File: src/rtl/core/mebf_pkg.sv
// Shared types, codes and constants for the mono expand / blit and fill unit.
// No dependencies; every other file in rtl/core except mebf_ifs.sv imports this package.
package mebf_pkg;

  // Request command codes
  typedef enum logic {
    CMD_BEGIN = 1'b0,
    CMD_PIXEL = 1'b1
  } cmd_t;

  // Framebuffer depth codes; the code also gives log2 of bytes per pixel
  typedef enum logic [1:0] {
    DEPTH_8    = 2'd0,
    DEPTH_16   = 2'd1,
    DEPTH_32   = 2'd2,
    DEPTH_NONE = 2'd3
  } depth_t;

  // Configuration register indexes
  typedef enum logic [1:0] {
    REG_FRAME_BASE    = 2'd0,
    REG_SCREEN_WIDTH  = 2'd1,
    REG_SCREEN_HEIGHT = 2'd2,
    REG_DEPTH_MODE    = 2'd3
  } reg_idx_t;

  localparam int          APB_ADDR_W         = 4;
  localparam logic [11:0] RST_SCREEN_WIDTH   = 12'd640;
  localparam logic [11:0] RST_SCREEN_HEIGHT  = 12'd480;
  localparam logic [31:0] GLYPH_BACKGROUND   = 32'h00ff_e52d;

  // Configuration seen by the pixel stage
  typedef struct packed {
    logic [31:0] frame_base;
    logic [11:0] screen_width;
    logic [11:0] screen_height;
    depth_t      depth_mode;
  } cfg_t;

  // One pixel position handed from the walker to the pixel stage
  typedef struct packed {
    logic signed [13:0] x;
    logic signed [13:0] y;
    logic [31:0]        colour;
    logic               glyph;
    logic [7:0]         coverage;
    logic               last;
  } walk_t;

  // Pack a 0xRRGGBB colour into RGB565
  function automatic logic [15:0] to_rgb565(input logic [31:0] c);
    to_rgb565 = {c[23:19], c[15:10], c[7:3]};
  endfunction

endpackage

File: src/rtl/core/mebf_ifs.sv
// Valid/ready channel interfaces for pixel requests and framebuffer writes.
// No dependencies.
interface mebf_in_if;
  logic               valid;
  logic               ready;
  logic               command;
  logic signed [11:0] left;
  logic signed [11:0] top;
  logic [11:0]        region_width;
  logic [11:0]        region_height;
  logic               fill_mode;
  logic [31:0]        colour;
  logic [7:0]         coverage;

  modport source (output valid, command, left, top, region_width, region_height,
                  fill_mode, colour, coverage, input ready);
  modport sink   (input valid, command, left, top, region_width, region_height,
                  fill_mode, colour, coverage, output ready);
endinterface

interface mebf_out_if;
  logic        valid;
  logic        ready;
  logic        write_valid;
  logic [31:0] address;
  logic [31:0] pixel_data;
  logic [1:0]  access_size;
  logic        last;

  modport source (output valid, write_valid, address, pixel_data, access_size, last,
                  input ready);
  modport sink   (input valid, write_valid, address, pixel_data, access_size, last,
                  output ready);
endinterface

File: src/rtl/core/mebf_regs.sv
// APB configuration registers: frame base, screen size and depth.
// Depends on mebf_pkg.
module mebf_regs
  import mebf_pkg::*;
(
  input  logic                  clk,
  input  logic                  rst,
  input  logic                  psel,
  input  logic                  penable,
  input  logic                  pwrite,
  input  logic [APB_ADDR_W-1:0] paddr,
  input  logic [31:0]           pwdata,
  output logic [31:0]           prdata,
  output logic                  pready,
  output cfg_t                  cfg
);

  reg_idx_t idx;
  logic     wr_en;

  assign pready = 1'b1;
  assign idx    = reg_idx_t'(paddr[3:2]);
  assign wr_en  = psel && penable && pwrite && pready;

  // Write registers on the access phase
  always_ff @(posedge clk) begin
    if (rst) begin
      cfg.frame_base    <= '0;
      cfg.screen_width  <= RST_SCREEN_WIDTH;
      cfg.screen_height <= RST_SCREEN_HEIGHT;
      cfg.depth_mode    <= DEPTH_32;
    end else if (wr_en) begin
      unique case (idx)
        REG_FRAME_BASE:    cfg.frame_base    <= pwdata;
        REG_SCREEN_WIDTH:  cfg.screen_width  <= pwdata[11:0];
        REG_SCREEN_HEIGHT: cfg.screen_height <= pwdata[11:0];
        REG_DEPTH_MODE:    cfg.depth_mode    <= depth_t'(pwdata[1:0]);
      endcase
    end
  end

  // Read back
  always_comb begin
    unique case (idx)
      REG_FRAME_BASE:    prdata = cfg.frame_base;
      REG_SCREEN_WIDTH:  prdata = {20'd0, cfg.screen_width};
      REG_SCREEN_HEIGHT: prdata = {20'd0, cfg.screen_height};
      REG_DEPTH_MODE:    prdata = {30'd0, cfg.depth_mode};
    endcase
  end

endmodule

File: src/rtl/core/mebf_walk.sv
// Region walker: latches the region on a begin request, steps the column/row
// counters on each pixel request and registers the pixel position. Uses mebf_pkg.
module mebf_walk
  import mebf_pkg::*;
(
  input  logic       clk,
  input  logic       rst,
  mebf_in_if.sink    pix_in,
  input  logic       take,
  output logic       s1_valid,
  output walk_t      s1
);

  logic signed [11:0] region_left;
  logic signed [11:0] region_top;
  logic [11:0]        region_cols;
  logic [11:0]        region_rows;
  logic [31:0]        held_colour;
  logic               held_mode;
  logic [11:0]        column_count;
  logic [11:0]        row_count;

  logic        accept;
  logic        active;
  logic [11:0] col_inc;
  logic [11:0] row_inc;
  logic        row_end;
  walk_t       s1_next;

  // Stage 1 drains into the pixel stage, so it is free whenever that moves
  assign pix_in.ready = !s1_valid || take;
  assign accept       = pix_in.valid && pix_in.ready;

  assign active  = (region_cols != '0) && (region_rows != '0) &&
                   (row_count < region_rows) && (column_count < region_cols);
  assign col_inc = column_count + 12'd1;
  assign row_inc = row_count + 12'd1;
  assign row_end = (col_inc >= region_cols);

  // Position of the current pixel
  always_comb begin
    s1_next.x        = 14'(region_left) + $signed({2'b00, column_count});
    s1_next.y        = 14'(region_top) + $signed({2'b00, row_count});
    s1_next.colour   = held_colour;
    s1_next.glyph    = held_mode;
    s1_next.coverage = pix_in.coverage;
    s1_next.last     = (col_inc == region_cols) && (row_inc == region_rows);
  end

  // Latch region and advance counters
  always_ff @(posedge clk) begin
    if (rst) begin
      region_left  <= '0;
      region_top   <= '0;
      region_cols  <= '0;
      region_rows  <= '0;
      held_colour  <= '0;
      held_mode    <= 1'b0;
      column_count <= '0;
      row_count    <= '0;
    end else if (accept) begin
      if (cmd_t'(pix_in.command) == CMD_BEGIN) begin
        region_left  <= pix_in.left;
        region_top   <= pix_in.top;
        region_cols  <= pix_in.region_width;
        region_rows  <= pix_in.region_height;
        held_colour  <= pix_in.colour;
        held_mode    <= pix_in.fill_mode;
        column_count <= '0;
        row_count    <= '0;
      end else if (active) begin
        if (row_end) begin
          column_count <= '0;
          row_count    <= row_inc;
        end else begin
          column_count <= col_inc;
        end
      end
    end
  end

  // Stage 1 register: hold a pixel until the pixel stage takes it
  always_ff @(posedge clk) begin
    if (rst) begin
      s1_valid <= 1'b0;
    end else if (accept && cmd_t'(pix_in.command) == CMD_PIXEL && active) begin
      s1_valid <= 1'b1;
    end else if (take) begin
      s1_valid <= 1'b0;
    end
  end

  always_ff @(posedge clk) begin
    if (accept) begin
      s1 <= s1_next;
    end
  end

endmodule

File: src/rtl/core/mebf_pixel.sv
// Pixel stage: clips, forms the framebuffer address and data, and holds the
// result in the output register. Uses mebf_pkg.
module mebf_pixel
  import mebf_pkg::*;
#(
  parameter int MAX_SCREEN_WIDTH  = 2048,
  parameter int MAX_SCREEN_HEIGHT = 2048
) (
  input  logic       clk,
  input  logic       rst,
  input  cfg_t       cfg,
  input  logic       s1_valid,
  input  walk_t      s1,
  output logic       take,
  mebf_out_if.source pix_out
);

  localparam logic [12:0] MAX_W = 13'(MAX_SCREEN_WIDTH);
  localparam logic [12:0] MAX_H = 13'(MAX_SCREEN_HEIGHT);

  logic [12:0] sw;
  logic [12:0] sh;
  logic        visible;
  logic [14:0] pitch;
  logic [14:0] x_off;
  logic [27:0] row_off;
  logic [31:0] addr;
  logic [31:0] c;
  logic [31:0] data;

  assign take = !pix_out.valid || pix_out.ready;

  // Saturate the screen size and clip
  assign sw = ({1'b0, cfg.screen_width} > MAX_W) ? MAX_W : {1'b0, cfg.screen_width};
  assign sh = ({1'b0, cfg.screen_height} > MAX_H) ? MAX_H : {1'b0, cfg.screen_height};
  assign visible = !s1.x[13] && !s1.y[13] && (s1.x[12:0] < sw) && (s1.y[12:0] < sh) &&
                   (cfg.depth_mode != DEPTH_NONE);

  // Address: base + y * pitch + x * bytes per pixel
  assign pitch   = 15'(sw) << cfg.depth_mode;
  assign x_off   = 15'(s1.x[12:0]) << cfg.depth_mode;
  assign row_off = {15'd0, s1.y[12:0]} * {13'd0, pitch};
  assign addr    = cfg.frame_base + {4'd0, row_off} + {17'd0, x_off};

  // Pick glyph background on empty coverage and format for the depth
  assign c = (s1.glyph && s1.coverage == 8'd0) ? GLYPH_BACKGROUND : s1.colour;
  always_comb begin
    unique case (cfg.depth_mode)
      DEPTH_8:    data = {24'd0, c[7:0]};
      DEPTH_16:   data = {16'd0, to_rgb565(c)};
      DEPTH_32:   data = c;
      DEPTH_NONE: data = c;
    endcase
  end

  // Output register
  always_ff @(posedge clk) begin
    if (rst) begin
      pix_out.valid <= 1'b0;
    end else if (take) begin
      pix_out.valid <= s1_valid;
    end
  end

  always_ff @(posedge clk) begin
    if (take && s1_valid) begin
      pix_out.write_valid <= visible;
      pix_out.address     <= visible ? addr : '0;
      pix_out.pixel_data  <= visible ? data : '0;
      pix_out.access_size <= visible ? 2'(cfg.depth_mode) : 2'd0;
      pix_out.last        <= s1.last;
    end
  end

endmodule

File: src/rtl/core/mono_expand_blit_and_fill_unit.sv
// Rectangle fill and mono glyph expansion to framebuffer writes.
// Pipe: walker stage 1 register, then the pixel stage output register.
// Throughput: one request per cycle unless pix_out stalls; begin requests and
// pixels of an empty or finished region give no result. Rate set by that pipe.
// Reset (rst, synchronous): clears region, counters and pipeline valids and
// loads the registers with base 0, 640x480, 32 bpp.
module mono_expand_blit_and_fill_unit
  import mebf_pkg::*;
#(
  parameter int MAX_SCREEN_WIDTH  = 2048,
  parameter int MAX_SCREEN_HEIGHT = 2048
) (
  input  logic                  clk,
  input  logic                  rst,
  input  logic                  psel,
  input  logic                  penable,
  input  logic                  pwrite,
  input  logic [APB_ADDR_W-1:0] paddr,
  input  logic [31:0]           pwdata,
  output logic [31:0]           prdata,
  output logic                  pready,
  mebf_in_if.sink               pix_in,
  mebf_out_if.source            pix_out
);

  cfg_t  cfg;
  walk_t s1;
  logic  s1_valid;
  logic  take;

  mebf_regs u_regs (
    .clk     (clk),
    .rst     (rst),
    .psel    (psel),
    .penable (penable),
    .pwrite  (pwrite),
    .paddr   (paddr),
    .pwdata  (pwdata),
    .prdata  (prdata),
    .pready  (pready),
    .cfg     (cfg)
  );

  mebf_walk u_walk (
    .clk      (clk),
    .rst      (rst),
    .pix_in   (pix_in),
    .take     (take),
    .s1_valid (s1_valid),
    .s1       (s1)
  );

  mebf_pixel #(
    .MAX_SCREEN_WIDTH  (MAX_SCREEN_WIDTH),
    .MAX_SCREEN_HEIGHT (MAX_SCREEN_HEIGHT)
  ) u_pixel (
    .clk      (clk),
    .rst      (rst),
    .cfg      (cfg),
    .s1_valid (s1_valid),
    .s1       (s1),
    .take     (take),
    .pix_out  (pix_out)
  );

endmodule

File: src/flat_wrapper.sv
// flat-port wrapper written by rule: the top's interface ports become plain ports
module mono_expand_blit_and_fill_unit_flat import mebf_pkg::*;
#(
  parameter int MAX_SCREEN_WIDTH  = 2048,
  parameter int MAX_SCREEN_HEIGHT = 2048
)
  (clk, rst, psel, penable, pwrite, paddr, pwdata, prdata, pready, pix_in_valid, pix_in_command, pix_in_left, pix_in_top, pix_in_region_width, pix_in_region_height, pix_in_fill_mode, pix_in_colour, pix_in_coverage, pix_in_ready, pix_out_valid, pix_out_write_valid, pix_out_address, pix_out_pixel_data, pix_out_access_size, pix_out_last, pix_out_ready);
  mebf_in_if pix_in_i ();
  mebf_out_if pix_out_i ();
  input  logic clk;
  input  logic rst;
  input  logic psel;
  input  logic penable;
  input  logic pwrite;
  input  logic [APB_ADDR_W-1:0] paddr;
  input  logic [31:0] pwdata;
  output logic [31:0] prdata;
  output logic pready;
  input wire logic [$bits(pix_in_i.valid)-1:0] pix_in_valid;
  input wire logic [$bits(pix_in_i.command)-1:0] pix_in_command;
  input wire logic [$bits(pix_in_i.left)-1:0] pix_in_left;
  input wire logic [$bits(pix_in_i.top)-1:0] pix_in_top;
  input wire logic [$bits(pix_in_i.region_width)-1:0] pix_in_region_width;
  input wire logic [$bits(pix_in_i.region_height)-1:0] pix_in_region_height;
  input wire logic [$bits(pix_in_i.fill_mode)-1:0] pix_in_fill_mode;
  input wire logic [$bits(pix_in_i.colour)-1:0] pix_in_colour;
  input wire logic [$bits(pix_in_i.coverage)-1:0] pix_in_coverage;
  output wire logic [$bits(pix_in_i.ready)-1:0] pix_in_ready;
  output wire logic [$bits(pix_out_i.valid)-1:0] pix_out_valid;
  output wire logic [$bits(pix_out_i.write_valid)-1:0] pix_out_write_valid;
  output wire logic [$bits(pix_out_i.address)-1:0] pix_out_address;
  output wire logic [$bits(pix_out_i.pixel_data)-1:0] pix_out_pixel_data;
  output wire logic [$bits(pix_out_i.access_size)-1:0] pix_out_access_size;
  output wire logic [$bits(pix_out_i.last)-1:0] pix_out_last;
  input wire logic [$bits(pix_out_i.ready)-1:0] pix_out_ready;
  assign pix_in_i.valid = pix_in_valid;
  assign pix_in_i.command = pix_in_command;
  assign pix_in_i.left = pix_in_left;
  assign pix_in_i.top = pix_in_top;
  assign pix_in_i.region_width = pix_in_region_width;
  assign pix_in_i.region_height = pix_in_region_height;
  assign pix_in_i.fill_mode = pix_in_fill_mode;
  assign pix_in_i.colour = pix_in_colour;
  assign pix_in_i.coverage = pix_in_coverage;
  assign pix_in_ready = pix_in_i.ready;
  assign pix_out_valid = pix_out_i.valid;
  assign pix_out_write_valid = pix_out_i.write_valid;
  assign pix_out_address = pix_out_i.address;
  assign pix_out_pixel_data = pix_out_i.pixel_data;
  assign pix_out_access_size = pix_out_i.access_size;
  assign pix_out_last = pix_out_i.last;
  assign pix_out_i.ready = pix_out_ready;
  mono_expand_blit_and_fill_unit #(.MAX_SCREEN_WIDTH(MAX_SCREEN_WIDTH), .MAX_SCREEN_HEIGHT(MAX_SCREEN_HEIGHT)) u_core (.clk(clk), .rst(rst), .psel(psel), .penable(penable), .pwrite(pwrite), .paddr(paddr), .pwdata(pwdata), .prdata(prdata), .pready(pready), .pix_in(pix_in_i), .pix_out(pix_out_i));
endmodule
File: config.mk
export PLATFORM = sky130hd
export DESIGN_NAME = mono_expand_blit_and_fill_unit_flat
export DESIGN_NICKNAME = d
export VERILOG_FILES = /design/src/rtl/core/mebf_pkg.sv /design/src/rtl/core/mebf_ifs.sv /design/src/rtl/core/mebf_regs.sv /design/src/rtl/core/mebf_walk.sv /design/src/rtl/core/mebf_pixel.sv /design/src/rtl/core/mono_expand_blit_and_fill_unit.sv /design/src/flat_wrapper.sv
export SDC_FILE = /design/constraint.sdc
export NUM_CORES = 1
export LEC_CHECK = 0
export BUFFER_PORTS_ARGS = -buffer_cell sky130_fd_sc_hd__clkbuf_2
export CAP_MARGIN = 0
export CORE_MARGIN = 3
export CORE_UTILIZATION = 40
export DETAILED_ROUTE_END_ITERATION = 8
export SLEW_MARGIN = 40
export SYNTH_ARGS = -nofsm -noshare
export SYNTH_HDL_FRONTEND = slang
export SYNTH_SLANG_ARGS = --single-unit
File: constraint.sdc
create_clock -name clk -period 7.8 [get_ports clk]
set_input_delay 0.78 -clock clk [delete_from_list [all_inputs] [get_ports clk]]
set_output_delay 0.78 -clock clk [all_outputs]
set_load 0.02 [all_outputs]
# After elaboration in Yosys (flattened, before gate mapping)
# Index checks and enable logic that the tools add are counted.
# classes
add_sub_neg,6
mul,1
magnitude_cmp,7
eq_ne,11
n_shift,2
mux,13
bitwise_logic,1
n_reduce_logical,35
# ops
operator,n
32-bit case mux with 4 select lines,1
12-bit 2-to-1 mux,8
32-bit case mux with 3 select lines,1
32-bit by 15-bit adder with 32-bit output,1
32-bit by 28-bit adder with 32-bit output,1
32-bit 2-to-1 mux,1
12-bit by 13-bit adder with 14-bit output,2
13-bit by 15-bit multiplier with 28-bit output,1
13-bit by 12-bit less-than comparator with 1-bit output,2
12-bit by 1-bit adder with 12-bit output (second input constant),2
12-bit == test,2
12-bit greater-than comparator (second input constant),2
12-bit less-than comparator,2
12-bit nonzero test,2
1-bit logical AND,15
12-bit by 2-bit << shifter with 15-bit output,1
13-bit by 2-bit << shifter with 15-bit output,1
12-bit >= comparator,1
2-bit AND reduction,6
2-bit == test (second input constant),4
8-bit logical NOT,1
2-bit by 1-bit == test with 1-bit output (second input constant),2
1-bit logical NOT,4
2-bit logical NOT,2
other kinds (8),11
# totals
reg_bits,303
in_bits,133
out_inout_bits,103
wordCells,101

# Longest topological paths before layout
# Gate-level depths: netlist (run 1).
# depth
ltp_word,7
ltp_mapped,29

# Hierarchy
# A second synthesis (run 1) with hierarchy kept.
# hier_totals
cells_unflattened,2503
hier_area_um2,23182.2
# by_module_without_submodules
mod,n_inst,cells_each,area_per_inst_um2
mebf_pixel,1,1319,11965.2
mebf_walk,1,870,8400.6
mebf_regs,1,314,2816.5

# Least setup slack after synthesis (run 1)
# No wires, ideal clock.
# synth_path
path_type,reg-to-reg
start,register u_core.u_regs.cfg[0] (netlist name)
end,register u_core.u_pixel.pix_out.address[29] (data pin)
arrival_time_ns,6.644
required_time_ns,7.543
path_slack_ns,0.899
path_stages_with_launch,25
n_path_buf,4
period_less_slack_ns,6.901
path_cell_list,dfxtp_1 clkbuf_1 buf_2 buf_2 buf_1 mux4_2 fa_1 inv_1 fa_1 inv_1 fa_1 inv_1 fa_1 inv_1 fa_1 fa_1 ha_1 a21o_1 and3_1 a32o_1 o31ai_2 a211oi_1 a221oi_1 xor2_1 nor2_1
# synth_between
elab_chain_cells,4
elab_cells_between_ends,7
cone_classes,add/sub (2); mul (1); eq/ne (1); shift (2); reduce/logical (1)
# synth_rtl
element,line_no,rtl
12-bit by 2-bit << shifter with 15-bit output,mebf_pixel.sv:40,assign pitch = 15'(sw) << cfg.depth_mode;
13-bit by 15-bit multiplier with 28-bit output,mebf_pixel.sv:42,"assign row_off = {15'd0, s1.y[12:0]} * {13'd0, pitch};"
32-bit by 28-bit adder with 32-bit output,mebf_pixel.sv:43,"assign addr = cfg.frame_base + {4'd0, row_off} + {17'd0, x_off};"
32-bit by 15-bit adder with 32-bit output,mebf_pixel.sv:43,
"end signal, assigned",mebf_pixel.sv:68,pix_out.address <= visible ? addr : '0;
"end, declared",mebf_ifs.sv:30,"modport source (output valid, write_valid, address, pixel_data, access_size, last,"
# Several ways; a longest one is shown, not always the timed one.
# A chain may end at the register's enable or synchronous reset.

# Final worst setup path (run 1)
# layout_path
start,register u_core.u_regs.cfg[0] (netlist name)
end,register u_core.u_pixel.pix_out.address[29] (data pin)
# layout_between
elab_chain_cells,4
elab_cells_between_ends,7
cone_classes,add/sub (2); mul (1); eq/ne (1); shift (2); reduce/logical (1)
# layout_rtl
element,line_no
12-bit by 2-bit << shifter with 15-bit output,mebf_pixel.sv:40
13-bit by 15-bit multiplier with 28-bit output,mebf_pixel.sv:42
32-bit by 28-bit adder with 32-bit output,mebf_pixel.sv:43
32-bit by 15-bit adder with 32-bit output,mebf_pixel.sv:43
# Several ways; a longest one is shown, not always the timed one.

==> metrics, run 1 <==
total track usage 20.0%; min-delay src pix_in_coverage[2]; skew final 17.0 ps; CP peak stage delay 590 ps; synth cell count leaders nand2_1 (428), inv_1 (271), a21oi_1 (203); Synth Cell Area 22,500 um2; IO Pins 236; Layout Nets 3,116; Residual DRC 0; max-slew violation count 0; port bufs 232; Core Box Area 55,300 um2; worst path required time 8090 ps; CTS tree yes; DPL Wire Length 46,000 um; Mapped Cells approximately 2,400; status finished, final reports clean; worst-path cell chain clkinv_1, mux2i_1, nor2_1, a21oi_1, buf_4, nand2_1, fa_1, inv_1, fa_1, fa_1, fa_1, fa_1, ha_1, ha_1, a21oi_1, o21ai_0, a21o_1, a21o_1, a21o_1, a221oi_1, xor2_1, nor2_1; worst hold-check path type in -> reg; Leakage around 11 nW; pre-CTS setup slack roughly 550 ps; clk slew on worst S/H paths 60 ps; area grow syn2layout 13.9%; final setup vio count 0; most frequent cell after synthesis nand2_1; wire per inst 17.6 um; power per cell area 165 nW/um2; Top delay family on crit path adder cells; post-CTS setup buffers 0; DR vias/cell 5.07; share of cells above drive strength 1 13.5%; Synth Area per Inst just over 9 um2; CP Launch Point u_core.u_regs.cfg[0]$_SDFFE_PP0P_; vias in the first global route 17,700; CP Data Arrival Time 7560 ps; max_slew headroom between 40% and 50%; Yosys top cell area share 18.4%; Yosys top cell by area edfxtp_1; depth of the CTS H-tree 2; Initial Utilization about two fifths; met1 Resource Use GR 24.9%; Final ANT Viol Nets 0; Crit path buffers/inverters 3; ys async rst share 0%; FMAX 0.138 GHz; Unique masters post-synth 73; largest net degree at the start of global routing 89; Global Route met3 Usage approximately 2.8%; GR peak layer met2; Crit-path slowest cell dfxtp_2; cell mode on critical path fa_1; DRT iter0 DRCs between 900 and 1,000; clk_lat worst skew 560 ps; dominant synthesized flop cell dfxtp_1; Mapped Nets 2,932; post-route minimum period 7270 ps; total gr overflow 0; Root Buffer clkbuf_16; Die Footprint between 50,000 and 60,000 um2; Routed WL 59,700 um; top cells by area, synth edfxtp_1 (18%), fa_1 (16%), dfxtp_1 (15%), ha_1 (9.8%), nand2_1 (7.1%); clk buf depth 3; crit share post-route 93.2%; clock sink count between 300 and 400; critical path class reg -> reg; FF+latch count, synth 303; first-pass GRT wire length 94,700 um; nature of the critical path endpoint flop; Die Span X around 240 um; number of enable flip-flop cells after synthesis 138; Max FO, Critical Path 21; Inserted Diodes 0; CTS Hold Bufs 0; Least-Margin Pin Slew 870 ps; Worst Hold Slack 390 ps; Max IR drop VDD 0.126 mV; setup TNS 0 ps; Rows 86; critical path startpoint category flop; Max Cap Violations 0; initial antenna violation count 0; die height about 240 um; worst reg2reg startpoint u_core.u_regs.cfg[0]$_SDFFE_PP0P_; final hold violation count 0; grt met2 use 35.5%; via count 17,200; Detailed Routing Iterations Pass 1 5; Seq/Total Area, Yosys 33.1%; Worst Setup Slack, final 531 ps; post-CTS sizing 0; Yosys Warn Count 0; GP Congestion between 0.8 and 0.9; RSZ-0062 raised after global routing false; CTS Buf Count 35
cell families after synthesis:
group                      count (synthesis)  synth area share (%)
and+or+nand+nor                          849                  17.5
AOI/OAI and AO/OA                        402                  10.8
buffers and inverters                    391                  6.63
adders and majority gates                362                  26.3
DFF                                      303                  33.1
xor gates and xnor gates                  72                  2.80
muxes                                     57                  2.77
other                                      1                0.0167
worst paths after layout:
check             depth (start not counted)  slack, ps                                               end
hold reg to reg                           0        430                    u_core.u_walk.s1[31]$_DFFE_PP_
setup / recovery                         22        530  u_core.u_pixel.pix_out.address[29]$_SDFFCE_PN0P_
setup reg to reg                         22        530  u_core.u_pixel.pix_out.address[29]$_SDFFCE_PN0P_
hold / removal                            1        390                     u_core.u_walk.s1[3]$_DFFE_PP_
metrics by stage:
step	cells	cell area, um2	utilization, %	power, mW
3_5_place_dp	3332	24400	44.2	2.59
2_1_floorplan	2437	22500	-	2.36
5_1_grt	3396	25600	46.3	4.44
4_1_cts	3396	25600	46.3	4.28
6_report	3396	25600	46.3	4.22
3_3_place_gp	3332	24400	44.1	2.58
cell usage in the layout (no fill, tap or decap), types with 8 or more instances in the layout:
| master | synthesis | final |
|---|---|---|
| nor2b_1 | 18 | 18 |
| a21oi_1 | 203 | 202 |
| nand2_1 | 428 | 426 |
| buf_4 | 1 | 29 |
| nand2b_1 | 14 | 14 |
| edfxtp_1 | 138 | 138 |
| clkbuf_2 | 0 | 231 |
| nor4_1 | 8 | 8 |
| and3_1 | 31 | 31 |
| mux2i_1 | 51 | 51 |
| o211ai_1 | 8 | 8 |
| clkbuf_1 | 102 | 8 |
| dfxtp_1 | 165 | 163 |
| xor2_1 | 29 | 29 |
| nand4_1 | 10 | 10 |
| a211oi_1 | 8 | 8 |
| nand3b_1 | 9 | 9 |
| clkbuf_16 | 0 | 38 |
| a31oi_1 | 16 | 16 |
| nand3_1 | 30 | 30 |
| ha_1 | 177 | 177 |
| nor2_1 | 133 | 132 |
| a21boi_0 | 10 | 9 |
| fa_1 | 185 | 185 |
| and2_1 | 113 | 112 |
| nor3_1 | 29 | 29 |
| xnor2_1 | 43 | 43 |
| a21o_1 | 35 | 35 |
| inv_1 | 271 | 270 |
| o21ai_0 | 56 | 56 |
| o21a_1 | 17 | 17 |
state kept, by name, summed over array words and instances (netlist names), 32 cells and up:
signal                             cells
u_core.u_pixel.pix_out.address        32
u_core.u_pixel.pix_out.pixel_data     32
u_core.u_regs.cfg                     58
u_core.u_walk.held_colour             32
u_core.u_walk.s1                      70
where the power goes:
group          internal (mW)  switching [mW]  total [mW]
registers               1.72          0.0612        1.78
clock network          0.968           0.696        1.66
logic                  0.305           0.465       0.770
total                   3.00            1.22        4.22
final cells by class:
| cell class | instances | area (um2) |
|---|---|---|
| fillers | 5386 | 29700 |
| clock buffers | 50 | 1030 |
| clock inverters | 14 | 150 |
| inverters | 274 | 1030 |
| multi-input cells | 1743 | 13600 |
| repair buffers | 264 | 1420 |
| well taps | 748 | 936 |
| flip-flops and latches | 303 | 7450 |
per-layer routing:
metal  vias to the layer above  routed length (um)
met5                         -                   0
met4                         0                1980
met3                       100                2340
met2                       322               29900
met1                      8382               25500
li1                       8417                   -
Power figures use the tool's default switching activity.
==> run 2, diff against run 1 <==
--- a/config.mk
+++ b/config.mk
@@ -13,4 +13,5 @@
 export SLEW_MARGIN = 40
 export SYNTH_ARGS = -nofsm -noshare
 export SYNTH_HDL_FRONTEND = slang
+export SYNTH_HIERARCHICAL = 1
 export SYNTH_SLANG_ARGS = --single-unit
==> run 2 against run 1 <==
- die area increased by 3.0%
- count of clock-buffer cells in the layout down 3
- cell area increased by 2.7%
- largest power group unchanged
- highest routed layer unchanged
==> metrics, run 2 <==
Rows 87 (was 86); max_slew headroom 42.0% (about the same); wire per inst 18.0 um (was 17.6 um); layout filler cell count 5,531 (was 5,386); final setup vio count 0 (unchanged); CTS Buf Count 37 (was 35); GP Congestion 0.892 (was 0.873); DRT iter0 DRCs 1,155 (was 928); CTS Hold Bufs 0 (unchanged); Detailed Routing Iterations Pass 1 5 (unchanged); Yosys top cell area share 17.9% (was 18.4%); critical path startpoint category flop (unchanged); number of enable flip-flop cells after synthesis 138 (unchanged); Total Power 4.34 mW (was 4.22 mW); FF+latch count, synth 303 (unchanged); Max FO, Critical Path 35 (was 21); post-route minimum period 7240 ps (was 7270 ps); Inserted Diodes 0 (unchanged); Synth Cell Area 23,200 um2 (was 22,500 um2); Multi-input gate area 14,100 um2 (was 13,600 um2); pre-CTS setup slack 571 ps (was 554 ps); DR vias/cell 5.23 (was 5.07); clk_lat worst skew 560 ps (about the same); Final Instance Count excl. Fillers 3,462 (was 3,396); worst-path cell chain buf_4, a31oi_1, mux2i_1, buf_4, nand2_1, fa_1, inv_1, fa_1, fa_1, fa_1, fa_1, inv_1, fa_1, inv_1, ha_1, nand2_1, nor2_1, or3b_2, o21ai_0, o2111ai_1, xnor2_1, nor2_1 (was clkinv_1, mux2i_1, nor2_1, a21oi_1, buf_4, nand2_1, fa_1, inv_1, fa_1, fa_1, fa_1, fa_1, ha_1, ha_1, a21oi_1, o21ai_0, a21o_1, a21o_1, a21o_1, a221oi_1, xor2_1, nor2_1); Worst Hold Slack 392 ps (was 390 ps); Seq/Total Area, Yosys 32.1% (was 33.1%); cell mode on critical path fa_1 (unchanged); Root Buffer clkbuf_16 (unchanged); nature of the critical path endpoint flop (unchanged); Register Area 7450 um2 (about the same); Routed WL 62,200 um (was 59,700 um); IO Pins 236 (unchanged); power per cell area 165 nW/um2 (about the same); synth cell count leaders nand2_1 (368), inv_1 (289), fa_1 (185) (was nand2_1 (428), inv_1 (271), a21oi_1 (203)); Crit path buffers/inverters 5 (was 3); Initial Utilization 40.8% (was 40.7%); status finished, final reports clean (unchanged); area grow syn2layout 13.4% (was 13.9%); most common cell after layout, fill and taps aside nand2_1 (unchanged); Final Core Density 46.3% (about the same); RSZ-0062 raised after global routing false (unchanged); most frequent cells in the layout nand2_1 (367), inv_1 (289), clkbuf_2 (231) (was nand2_1 (426), inv_1 (270), clkbuf_2 (231)); final hold violation count 0 (unchanged); critical path class reg -> reg (unchanged); Leakage 11.5 nW (was 11.4 nW); Least-Margin Pin Slew 869 ps (was 870 ps); initial antenna violation count 0 (unchanged); placed instance area 25,000 um2 (was 24,400 um2); top flop regs u_core/u_walk/s1: 70 flops, u_core/u_regs/cfg: 58 flops (was u_core.u_walk.s1: 70 flops, u_core.u_regs.cfg: 58 flops); total track usage 20.6% (was 20.0%); Synth Area per Inst 9.26 um2 (was 9.23 um2); clk slew on worst S/H paths 60 ps (about the same); Top reg by flops u_core/u_walk/s1 (was u_core.u_walk.s1); post-CTS setup buffers 0 (unchanged); Top delay family on crit path adder cells (unchanged); Yosys Warn Count 6 (was 0); Layout Nets 3,172 (was 3,116); Mapped Nets 2,998 (was 2,932); DR WL met3 2750 um (was 2340 um); Die Footprint 60,900 um2 (was 59,100 um2); Max Cap Violations 0 (unchanged); Unique masters post-synth 81 (was 73); DPL Wire Length 47,400 um (was 46,000 um); die height 247 um (was 243 um); Residual DRC 0 (unchanged); CP Data Arrival Time 7540 ps (was 7560 ps); Mapped Cells 2,503 (was 2,437); worst path required time 8100 ps (was 8090 ps); port bufs 232 (unchanged); DR WL met2 31,700 um (was 29,900 um); vias in the first global route 18,600 (was 17,700); CP peak stage delay 640 ps (was 590 ps); total gr overflow 0 (unchanged); largest net degree at the start of global routing 143 (was 89); post-CTS sizing 0 (unchanged); FMAX 0.138 GHz (about the same); Worst Setup Slack, final 560 ps (was 531 ps); cell count after placement 3,393 (was 3,332); first-pass GRT wire length 100,000 um (was 94,700 um); Crit-path slowest cell dfxtp_2 (unchanged); Core Box Area 56,800 um2 (was 55,300 um2); met1 wire length 26,100 um (was 25,500 um); ys async rst share 0% (unchanged); dominant synthesized flop cell dfxtp_1 (unchanged); Final ANT Viol Nets 0 (unchanged); Yosys top cell by area edfxtp_1 (unchanged); most frequent cell after synthesis nand2_1 (unchanged); final instance area 26,300 um2 (was 25,600 um2); CTS tree yes (unchanged); Max Used Layer met4 (unchanged); crit share post-route 92.8% (was 93.2%); max-slew violation count 0 (unchanged); number of flip-flops in the largest register 70 (unchanged); Max IR drop VDD 0.186 mV (was 0.126 mV); clk buf depth 3 (unchanged); worst hold-check path type in -> reg (unchanged); depth of the CTS H-tree 2 (unchanged); Die Span X 247 um (was 243 um); top cells by area, synth edfxtp_1 (18%), fa_1 (16%), dfxtp_1 (14%), ha_1 (9.6%), nand2_1 (6.0%) (was edfxtp_1 (18%), fa_1 (16%), dfxtp_1 (15%), ha_1 (9.8%), nand2_1 (7.1%)); share of cells above drive strength 1 13.9% (was 13.5%); via count 18,100 (was 17,200); clock sink count 303 (unchanged); setup TNS 0 ps (unchanged); skew final 34.3 ps (was 17.0 ps)
## run 2: cell count changes after synthesis, moves of 18 or more
cell	delta
a21oi_1	-34
inv_1	+18
nand2_1	-60
nand2b_1	+46
nand4b_1	+22
o21ai_0	+36
o21ai_1	+22
## run 2: where the power goes
part	internal (mW)	total [mW]	switching, mW
logic	0.311	0.801	0.489
clock network	1.04	1.75	0.707
registers	1.72	1.79	0.0628
## run 2: cells by family (layout without fill, tap and decap cells)
family	Yosys count	after routing	share of synthesized area, %
other	1	1	0.0162
xor gates and xnor gates	71	71	2.68
buffers and inverters	420	623	7.19
adders and majority gates	362	362	25.5
AOI/OAI and AO/OA	424	424	11.2
DFF	303	303	32.1
muxes	67	67	3.29
and+or+nand+nor	855	855	18.0
## run 2: path summary, 6_finish.rpt
path                                     startpoint                                               end  slack [ps]  cells past startpoint
hold reg to reg       u_core/u_walk/s1[0]$_DFFE_PP_             u_core/u_pixel/pix_out.last$_DFFE_PP_         420                      0
hold / removal                   pix_in_coverage[3]                     u_core/u_walk/s1[4]$_DFFE_PP_         390                      1
setup / recovery  u_core/u_regs/cfg[1]$_SDFFE_PP1P_  u_core/u_pixel/pix_out.address[31]$_SDFFCE_PN0P_         560                     22
setup reg to reg  u_core/u_regs/cfg[1]$_SDFFE_PP1P_  u_core/u_pixel/pix_out.address[31]$_SDFFCE_PN0P_         560                     22
## run 2: layer usage
metal,up-vias,track usage (%)
met3,84,2.74
met5,-,0
met4,0,5.70
met1,8905,25.8
met2,435,37.1
li1,8690,-
## run 2: area by class of cell
| class | instances | share of cell area, % |
|---|---|---|
| multi-input cells | 1780 | 53.6 |
| clock buffers | 47 | 3.89 |
| clock inverters | 21 | 0.885 |
| repair buffers | 265 | 5.53 |
| inverters | 290 | 4.14 |
| well taps | 756 | 3.60 |
| flip-flops and latches | 303 | 28.3 |
